===== src/design/sil_pkg.sv =====
`timescale 1ns / 1ps
// shared types, constants and helper functions of the scaled index load/store unit
// no dependencies

package sil_pkg;

    localparam int REG_COUNT_DEF     = 256;
    localparam int MEM_ADDR_BITS_DEF = 16;

    localparam int CMD_W     = 2;
    localparam int SIZE_W    = 3;
    localparam int REG_NUM_W = 8;
    localparam int SHIFT_W   = 6;
    localparam int DISP_W    = 32;
    localparam int ADDR_W    = 48;
    localparam int DATA_W    = 64;
    localparam int BYTES     = 8;

    typedef enum logic [CMD_W-1:0] {
        KIND_MEM_MEM = 2'd0,
        KIND_REG_MEM = 2'd1,
        KIND_MEM_REG = 2'd2,
        KIND_IMM_MEM = 2'd3
    } t_kind;

    typedef enum logic [2:0] {
        RF_DST_BASE,
        RF_DST_INDEX,
        RF_SRC_BASE,
        RF_SRC_INDEX,
        RF_DATA_REG
    } t_rf_sel;

    typedef enum logic [1:0] {
        DATA_IMM,
        DATA_REG,
        DATA_MEM
    } t_data_sel;

    typedef enum logic [4:0] {
        S_CLEAR,
        S_IDLE,
        S_DB,
        S_DI,
        S_DSH,
        S_DADD,
        S_SB,
        S_SI,
        S_SSH,
        S_SADD,
        S_RR,
        S_RCAP,
        S_MRD,
        S_MCAP,
        S_MWR,
        S_RWR,
        S_DONE
    } t_state;

    typedef struct packed {
        logic      load_item;
        logic      rf_re;
        t_rf_sel   rf_sel;
        logic      opnd_src;
        logic      acc_load;
        logic      sh_load;
        logic      ea_load;
        logic      sa_load;
        logic      regval_load;
        logic      data_load;
        t_data_sel data_sel;
        logic      mem_re;
        logic      mem_we;
        logic      mem_clear;
        logic      rf_we;
        logic      out_load;
    } t_ctrl;

    typedef struct packed {
        t_kind kind;
        logic  clear_last;
    } t_stat;

    function automatic logic [BYTES-1:0] byte_enable(input logic [SIZE_W-1:0] code);
        logic [BYTES-1:0] be;
        case (code)
            3'd0: begin
                be = 8'h01;
            end
            3'd1: begin
                be = 8'h03;
            end
            3'd2: begin
                be = 8'h0F;
            end
            3'd3: begin
                be = 8'h3F;
            end
            default: begin
                be = 8'hFF;
            end
        endcase
        return be;
    endfunction

    function automatic logic [DATA_W-1:0] expand_mask(input logic [BYTES-1:0] be);
        logic [DATA_W-1:0] m;
        for (int i = 0; i < BYTES; i++) begin
            m[8*i +: 8] = {8{be[i]}};
        end
        return m;
    endfunction

endpackage


===== src/design/sil_ctrl.sv =====
`timescale 1ns / 1ps
// controller state machine of the scaled index load/store unit
// depends on sil_pkg

module sil_ctrl (
    input  logic           i_clk,
    input  logic           i_rst_n,
    input  logic           i_valid,
    output logic           o_ready,
    output logic           o_valid,
    input  logic           i_ready,
    input  sil_pkg::t_stat i_stat,
    output sil_pkg::t_ctrl o_ctrl
);

    sil_pkg::t_state r_state, n_state;
    logic            r_out_valid, n_out_valid;
    sil_pkg::t_ctrl  ctrl;

    always_ff @(posedge i_clk) begin
        if (!i_rst_n) begin
            r_state     <= sil_pkg::S_CLEAR;
            r_out_valid <= 1'b0;
        end else begin
            r_state     <= n_state;
            r_out_valid <= n_out_valid;
        end
    end

    always_comb begin
        n_state     = r_state;
        n_out_valid = r_out_valid;
        ctrl        = '0;
        if (r_out_valid && i_ready) begin
            n_out_valid = 1'b0;
        end
        case (r_state)
            sil_pkg::S_CLEAR: begin
                ctrl.mem_clear = 1'b1;
                if (i_stat.clear_last) begin
                    n_state = sil_pkg::S_IDLE;
                end
            end
            sil_pkg::S_IDLE: begin
                if (i_valid) begin
                    ctrl.load_item = 1'b1;
                    n_state        = sil_pkg::S_DB;
                end
            end
            sil_pkg::S_DB: begin
                ctrl.rf_re  = 1'b1;
                ctrl.rf_sel = sil_pkg::RF_DST_BASE;
                n_state     = sil_pkg::S_DI;
            end
            sil_pkg::S_DI: begin
                ctrl.rf_re    = 1'b1;
                ctrl.rf_sel   = sil_pkg::RF_DST_INDEX;
                ctrl.acc_load = 1'b1;
                n_state       = sil_pkg::S_DSH;
            end
            sil_pkg::S_DSH: begin
                ctrl.sh_load = 1'b1;
                n_state      = sil_pkg::S_DADD;
            end
            sil_pkg::S_DADD: begin
                ctrl.ea_load = 1'b1;
                case (i_stat.kind)
                    sil_pkg::KIND_MEM_MEM: begin
                        n_state = sil_pkg::S_SB;
                    end
                    sil_pkg::KIND_IMM_MEM: begin
                        ctrl.data_load = 1'b1;
                        ctrl.data_sel  = sil_pkg::DATA_IMM;
                        n_state        = sil_pkg::S_MWR;
                    end
                    default: begin
                        n_state = sil_pkg::S_RR;
                    end
                endcase
            end
            sil_pkg::S_SB: begin
                ctrl.rf_re    = 1'b1;
                ctrl.rf_sel   = sil_pkg::RF_SRC_BASE;
                ctrl.opnd_src = 1'b1;
                n_state       = sil_pkg::S_SI;
            end
            sil_pkg::S_SI: begin
                ctrl.rf_re    = 1'b1;
                ctrl.rf_sel   = sil_pkg::RF_SRC_INDEX;
                ctrl.opnd_src = 1'b1;
                ctrl.acc_load = 1'b1;
                n_state       = sil_pkg::S_SSH;
            end
            sil_pkg::S_SSH: begin
                ctrl.opnd_src = 1'b1;
                ctrl.sh_load  = 1'b1;
                n_state       = sil_pkg::S_SADD;
            end
            sil_pkg::S_SADD: begin
                ctrl.sa_load = 1'b1;
                n_state      = sil_pkg::S_MRD;
            end
            sil_pkg::S_RR: begin
                ctrl.rf_re  = 1'b1;
                ctrl.rf_sel = sil_pkg::RF_DATA_REG;
                n_state     = sil_pkg::S_RCAP;
            end
            sil_pkg::S_RCAP: begin
                ctrl.regval_load = 1'b1;
                if (i_stat.kind == sil_pkg::KIND_REG_MEM) begin
                    ctrl.data_load = 1'b1;
                    ctrl.data_sel  = sil_pkg::DATA_REG;
                    n_state        = sil_pkg::S_MWR;
                end else begin
                    n_state = sil_pkg::S_MRD;
                end
            end
            sil_pkg::S_MRD: begin
                ctrl.mem_re = 1'b1;
                n_state     = sil_pkg::S_MCAP;
            end
            sil_pkg::S_MCAP: begin
                ctrl.data_load = 1'b1;
                ctrl.data_sel  = sil_pkg::DATA_MEM;
                if (i_stat.kind == sil_pkg::KIND_MEM_MEM) begin
                    n_state = sil_pkg::S_MWR;
                end else begin
                    n_state = sil_pkg::S_RWR;
                end
            end
            sil_pkg::S_MWR: begin
                ctrl.mem_we = 1'b1;
                n_state     = sil_pkg::S_DONE;
            end
            sil_pkg::S_RWR: begin
                ctrl.rf_we = 1'b1;
                n_state    = sil_pkg::S_DONE;
            end
            sil_pkg::S_DONE: begin
                if (!r_out_valid || i_ready) begin
                    ctrl.out_load = 1'b1;
                    n_out_valid   = 1'b1;
                    n_state       = sil_pkg::S_IDLE;
                end
            end
            default: begin
                n_state = sil_pkg::S_IDLE;
            end
        endcase
    end

    assign o_ready = (r_state == sil_pkg::S_IDLE);
    assign o_valid = r_out_valid;
    assign o_ctrl  = ctrl;

    a_accept_starts: assert property (@(posedge i_clk) disable iff (!i_rst_n)
        (i_valid && o_ready) |=> (r_state == sil_pkg::S_DB))
        else $error("accepted beat did not start address generation");

    a_capture_after_read: assert property (@(posedge i_clk) disable iff (!i_rst_n)
        (r_state == sil_pkg::S_MCAP) |-> ($past(r_state) == sil_pkg::S_MRD))
        else $error("memory capture without preceding read");

    a_result_from_done: assert property (@(posedge i_clk) disable iff (!i_rst_n)
        $rose(r_out_valid) |-> ($past(r_state) == sil_pkg::S_DONE))
        else $error("result raised outside done state");

    a_no_accept_in_clear: assert property (@(posedge i_clk) disable iff (!i_rst_n)
        (r_state == sil_pkg::S_CLEAR) |=> !(ctrl.load_item && $past(ctrl.mem_clear)
            && (r_state == sil_pkg::S_CLEAR)))
        else $error("beat taken during memory clear");

endmodule


===== config.mk =====
export PLATFORM = sky130hd
export DESIGN_NAME = sil_ctrl
export DESIGN_NICKNAME = d
export VERILOG_FILES = /design/src/design/sil_pkg.sv /design/src/design/sil_ctrl.sv
export SDC_FILE = /design/constraint.sdc
export NUM_CORES = 1
export LEC_CHECK = 0
export BUFFER_PORTS_ARGS = -buffer_cell sky130_fd_sc_hd__buf_2
export CAP_MARGIN = 10
export CELL_PAD_IN_SITES_DETAIL_PLACEMENT = 1
export CELL_PAD_IN_SITES_GLOBAL_PLACEMENT = 2
export CORE_AREA = 2 2 58 60
export CTS_BUF_LIST = sky130_fd_sc_hd__clkbuf_16
export DETAILED_ROUTE_END_ITERATION = 8
export DIE_AREA = 0 0 60 62
export GPL_TIMING_DRIVEN = 0
export PLACE_DENSITY = 0.76
export SLEW_MARGIN = 20
export SYNTH_ARGS = -nofsm -noshare
export SYNTH_HDL_FRONTEND = slang
export SYNTH_SLANG_ARGS = --single-unit

===== constraint.sdc =====
create_clock -name i_clk -period 1.4 [get_ports i_clk]
set_clock_uncertainty 0.2 [all_clocks]
set_input_delay 0 -clock i_clk [delete_from_list [all_inputs] [get_ports i_clk]]
set_output_delay 0 -clock i_clk [all_outputs]
set_load 0.02 [all_outputs]

==> report_table.html <==
<table>
<tr><th>Metric</th><th>Value</th></tr>
<tr><th colspan="2">Outcome</th></tr>
<tr><td>Run status</td><td>finished, violations left</td></tr>
<tr><td>Failing checks</td><td>negative setup slack</td></tr>
<tr><th colspan="2">Placed design</th></tr>
<tr><td>Post-detail-place hpwl</td><td>1520 um</td></tr>
<tr><td>Number of cells after detailed placement</td><td>162</td></tr>
<tr><td>Number of I/O port buffers</td><td>27</td></tr>
<tr><td>Placement Setup Slack</td><td>-0.318 ns</td></tr>
<tr><td>Final RePlAce weighted congestion</td><td>0.791</td></tr>
<tr><th colspan="2">Synth</th></tr>
<tr><td>Average cell area after synthesis</td><td>6.73 sq um</td></tr>
<tr><td>Most frequent cell after synthesis</td><td>sky130_fd_sc_hd__nor2_1</td></tr>
<tr><td>Post-synthesis cell type count</td><td>33</td></tr>
<tr><td>Cell area after technology mapping</td><td>599 sq um</td></tr>
<tr><td>Largest family of logic cells by synthesized area</td><td>simple AND/OR/NAND/NOR gates</td></tr>
<tr><td>Area share of the largest cell type after synthesis</td><td>20.0%</td></tr>
<tr><td>Count of synthesis-stage warnings from yosys</td><td>0</td></tr>
<tr><td>Register area share after synthesis</td><td>20.0%</td></tr>
<tr><td>FF+latch count, synth</td><td>6</td></tr>
<tr><td>Number of nets in the synthesized netlist</td><td>99</td></tr>
<tr><td>Fraction of the mapped netlist area in compound gates</td><td>20.9%</td></tr>
<tr><td>Synth top cells by count</td><td>sky130_fd_sc_hd__nor2_1 (16), sky130_fd_sc_hd__dfxtp_1 (6), sky130_fd_sc_hd__nand2b_1 (6), sky130_fd_sc_hd__nor2b_1 (6)</td></tr>
<tr><td>Adder and majority gate portion of the synthesized area</td><td>6.26%</td></tr>
<tr><td>Cell count after synthesis</td><td>89</td></tr>
<tr><td>Top cell type by total area after synthesis</td><td>sky130_fd_sc_hd__dfxtp_1</td></tr>
<tr><td>Xor/xnor share of the synthesized area</td><td>0%</td></tr>
<tr><td>Count of flip-flops with a built-in enable after synthesis</td><td>0</td></tr>
<tr><td>Predominant post-synthesis flop cell</td><td>sky130_fd_sc_hd__dfxtp_1</td></tr>
<tr><td>Async set-or-reset flop fraction in the synthesized netlist</td><td>0%</td></tr>
<tr><td>Fraction of synthesized area in multiplexers</td><td>0%</td></tr>
<tr><td>Basic-gate share of the synthesized area counting and, or, nand and nor cells</td><td>43.2%</td></tr>
<tr><td>Top cells by area, synth</td><td>sky130_fd_sc_hd__dfxtp_1 (20%), sky130_fd_sc_hd__nor2_1 (10%), sky130_fd_sc_hd__ha_1 (6.3%)</td></tr>
<tr><th colspan="2">Critical path</th></tr>
<tr><td>Critical Path Stages</td><td>4</td></tr>
<tr><td>Number of cells on the worst reg-to-reg path</td><td>3</td></tr>
<tr><td>Worst setup path end</td><td>o_ctrl[7]</td></tr>
<tr><td>FF-to-FF Start</td><td>r_state[0]</td></tr>
<tr><td>Largest driver fanout on the critical path</td><td>6</td></tr>
<tr><td>Cell-by-cell trace of the critical path</td><td>or3b_4 -&gt; buf_4 -&gt; o22ai_2 -&gt; buf_6</td></tr>
<tr><td>Largest delay share family, worst path</td><td>simple AND/OR/NAND/NOR gates</td></tr>
<tr><td>Critical path type</td><td>register to output port</td></tr>
<tr><td>Worst Path Required</td><td>1.20 ns</td></tr>
<tr><td>CP max stage cell</td><td>sky130_fd_sc_hd__or3b_4</td></tr>
<tr><td>Reg-to-reg endpoint</td><td>r_state[0]</td></tr>
<tr><td>Kind of launch point of the worst setup path</td><td>register</td></tr>
<tr><td>Buffers and inverters on the worst path</td><td>2</td></tr>
<tr><td>Nature of the critical path endpoint</td><td>output port</td></tr>
<tr><td>Critical Path Max Stage Delay</td><td>0.43 ns</td></tr>
<tr><td>Critical path launch point</td><td>r_state[0]</td></tr>
<tr><td>Data arrival time at the worst-slack endpoint</td><td>1.45 ns</td></tr>
<tr><td>Reg2reg setup slack</td><td>-0.04 ns</td></tr>
<tr><th colspan="2">Floorplanning</th></tr>
<tr><td>Horiz. Die Dim</td><td>60 um</td></tr>
<tr><td>Die footprint</td><td>3720 sq um</td></tr>
<tr><td>I/O pin count</td><td>28</td></tr>
<tr><td>Std-Cell Rows</td><td>21</td></tr>
<tr><td>Initial cell density of the core</td><td>18.9%</td></tr>
<tr><td>Height of the die</td><td>62 um</td></tr>
<tr><td>Area of the core</td><td>3180 sq um</td></tr>
<tr><th colspan="2">Global route</th></tr>
<tr><td>Largest net degree at the start of global routing</td><td>11</td></tr>
<tr><td>Global-route wire length before repair</td><td>3500 um</td></tr>
<tr><td>Overflow left after global routing</td><td>0</td></tr>
<tr><td>Initial antenna violation count</td><td>0</td></tr>
<tr><td>Gr usage total</td><td>12.4%</td></tr>
<tr><td>Via count of the first global-routing pass</td><td>776</td></tr>
<tr><th colspan="2">STA</th></tr>
<tr><td>Total Neg Setup Slack</td><td>-2.41 ns</td></tr>
<tr><td>Final setup violation count</td><td>19</td></tr>
<tr><td>Count of final hold-check violations</td><td>0</td></tr>
<tr><td>Max Slew Vio Count</td><td>0</td></tr>
<tr><td>RSZ-0062 raised after global routing</td><td>true</td></tr>
<tr><td>Remaining max-slew budget at the tightest pin</td><td>72.4%</td></tr>
<tr><td>Final clock period utilization by the worst path</td><td>118%</td></tr>
<tr><td>Post-route minimum period</td><td>1.65 ns</td></tr>
<tr><td>Smallest setup slack after layout</td><td>-0.248 ns</td></tr>
<tr><td>Measured slew at the worst slew-check pin</td><td>0.411 ns</td></tr>
<tr><td>Highest clock rate</td><td>0.607 GHz</td></tr>
<tr><th colspan="2">Route</th></tr>
<tr><td>Total length of routed wires</td><td>2480 um</td></tr>
<tr><td>Routed wire per std cell</td><td>13.8 um</td></tr>
<tr><td>Residual DRC count</td><td>0</td></tr>
<tr><td>Count of nets left with antenna violations after detail routing</td><td>0</td></tr>
<tr><td>Starting DRT DRC Count</td><td>24</td></tr>
<tr><td>Number of optimization iterations in the first detailed-route pass</td><td>4</td></tr>
<tr><td>Vias per std cell</td><td>4.64</td></tr>
<tr><td>Vias post-DR</td><td>830</td></tr>
<tr><th colspan="2">Power and ir drop</th></tr>
<tr><td>Proportion of total power due to net switching</td><td>23.9%</td></tr>
<tr><td>Part of the power in the clock network</td><td>54.1%</td></tr>
<tr><td>Register share of total power</td><td>21.5%</td></tr>
<tr><td>Internal portion of total power</td><td>0.648 mW</td></tr>
<tr><td>Sw power</td><td>0.204 mW</td></tr>
<tr><td>Post-layout total power</td><td>0.851 mW</td></tr>
<tr><td>Worst voltage drop across the vdd grid</td><td>0.348 mV</td></tr>
<tr><td>Leakage power</td><td>0.558 nW</td></tr>
<tr><td>Portion of total power attributed to combinational logic</td><td>24.4%</td></tr>
<tr><td>Power density normalized to cell area</td><td>657 nW/um^2</td></tr>
<tr><th colspan="2">Clock tree</th></tr>
<tr><td>Clock insertion delay at the later pin of the skew report</td><td>0.23 ns</td></tr>
<tr><td>Number of sinks driven by the clock tree</td><td>6</td></tr>
<tr><td>Clock Path Buffers</td><td>2</td></tr>
<tr><td>Root buf cell</td><td>sky130_fd_sc_hd__clkbuf_16</td></tr>
<tr><td>CTS H-tree lvls</td><td>1</td></tr>
<tr><td>Number of buffers added by the clock tree synthesis step</td><td>3</td></tr>
<tr><td>Clock transition at the registers of the reported paths</td><td>0.03 ns</td></tr>
<tr><td>CTS tree</td><td>built</td></tr>
<tr><th colspan="2">Cells and area</th></tr>
<tr><td>Layout net count</td><td>145</td></tr>
<tr><td>Core Util, Final</td><td>40.7%</td></tr>
<tr><td>Proportion of layout cells with a drive suffix above 1</td><td>60.9%</td></tr>
<tr><td>Post-layout instance count excluding filler cells</td><td>179</td></tr>
<tr><td>Layout overhead on the synthesized area</td><td>116%</td></tr>
<tr><td>Antenna fix cells</td><td>0</td></tr>
<tr><th colspan="2">Run</th></tr>
<tr><td>Max capacitance violation total</td><td>0</td></tr>
<tr><th colspan="2">Hold path</th></tr>
<tr><td>Class of the tightest hold or removal check</td><td>primary input to register</td></tr>
</table>
==> timing repair <==
action / CTS / global route
setup buffers: 7 / 4
hold endpoints to repair: 6 / 0
setup endpoints to repair: 26 / 24
gates resized for setup: 54 / 34
hold buffers: 3 / 0
pin swaps: 11 / 1
gates cloned: 0 / 1
==> through the flow <==
step	hold slack, ns	cell area [sq um]
floorplan	-0.0718	624
global placement	0.0675	817
detailed placement	0.0755	817
CTS	0.118	1140
global route	0.150	1290
finish	0.104	1290
==> flip-flops by register name, summed over array words and instances, names as in the netlist <==
| signal | count |
|---|---|
| r_state | 5 |
| o_valid | 1 |
==> worst reg2reg max path, cell delays in order (launching register included) <==
cell,delay [ns]
sky130_fd_sc_hd__dfxtp_4,0.36
sky130_fd_sc_hd__nor4_2,0.44
sky130_fd_sc_hd__o21ai_0,0.18
sky130_fd_sc_hd__o311a_1,0.16
==> kinds of logic (layout without fill, tap and decap cells) <==
family                   count (synthesis)  in the layout
AND/OR/NAND/NOR                         47             47
AO/OA/AOI/OAI                           20             20
buffers and inverters                   13             57
flip-flops                               6              6
adder cells (fa/ha/maj)                  3              3
==> final cells by class <==
cell class	instances	area [sq um]
inverter	5	18.8
clock buffer	3	75.1
timing repair buffer	42	353
tap	46	57.6
multi-input combinational	70	576
fill	368	1880
buffer	7	81.3
sequential	6	134
==> placed cells by master (no fill, tap or decap), types with 2 or more instances in the layout <==
cell type / instances
sky130_fd_sc_hd__buf_6: 18
sky130_fd_sc_hd__nor2b_4: 2
sky130_fd_sc_hd__inv_1: 4
sky130_fd_sc_hd__buf_2: 9
sky130_fd_sc_hd__clkbuf_16: 3
sky130_fd_sc_hd__nor2b_1: 4
sky130_fd_sc_hd__nand3_1: 2
sky130_fd_sc_hd__o21ai_0: 3
sky130_fd_sc_hd__and3b_1: 2
sky130_fd_sc_hd__dfxtp_2: 2
sky130_fd_sc_hd__nor2_4: 6
sky130_fd_sc_hd__nand2b_4: 3
sky130_fd_sc_hd__nand2b_1: 3
sky130_fd_sc_hd__buf_4: 16
sky130_fd_sc_hd__dlygate4sd3_1: 3
sky130_fd_sc_hd__nor3_2: 2
sky130_fd_sc_hd__nor2_1: 9
sky130_fd_sc_hd__nand2_1: 2
sky130_fd_sc_hd__dfxtp_4: 3
sky130_fd_sc_hd__ha_1: 3
sky130_fd_sc_hd__a21oi_1: 4
sky130_fd_sc_hd__o21ai_1: 3
==> power groups by stage <==
stage / Clock, mW / Combinational, mW / Sequential (mW)
floorplan: 0 / 0.0870 / 0.184
global placement: 0 / 0.122 / 0.187
detailed placement: 0 / 0.124 / 0.187
CTS: 0.467 / 0.181 / 0.183
global route: 0.474 / 0.225 / 0.183
finish: 0.460 / 0.208 / 0.183
==> layer usage <==
metal / global-route usage, % / vias up / wire length [um]
li1: - / 392 / -
met1: 14.9 / 414 / 1030
met2: 23.0 / 20 / 1360
met3: 1.24 / 4 / 60
met4: 3.81 / 0 / 28
met5: 0 / - / 0
==> worst min-delay path by stage <==
stage               from    endpoint  slack (ns)  cells after the start
5_1_grt          i_valid  o_ctrl[18]        0.15                      3
3_3_place_gp     i_rst_n  r_state[0]        0.07                      2
6_report       i_stat[1]  r_state[2]        0.10                      6
3_5_place_dp     i_rst_n  r_state[0]        0.08                      2
2_1_floorplan    i_rst_n     o_valid       -0.07                      1
4_1_cts        i_stat[2]  r_state[2]        0.12                      6
Power figures use the tool's default switching activity.
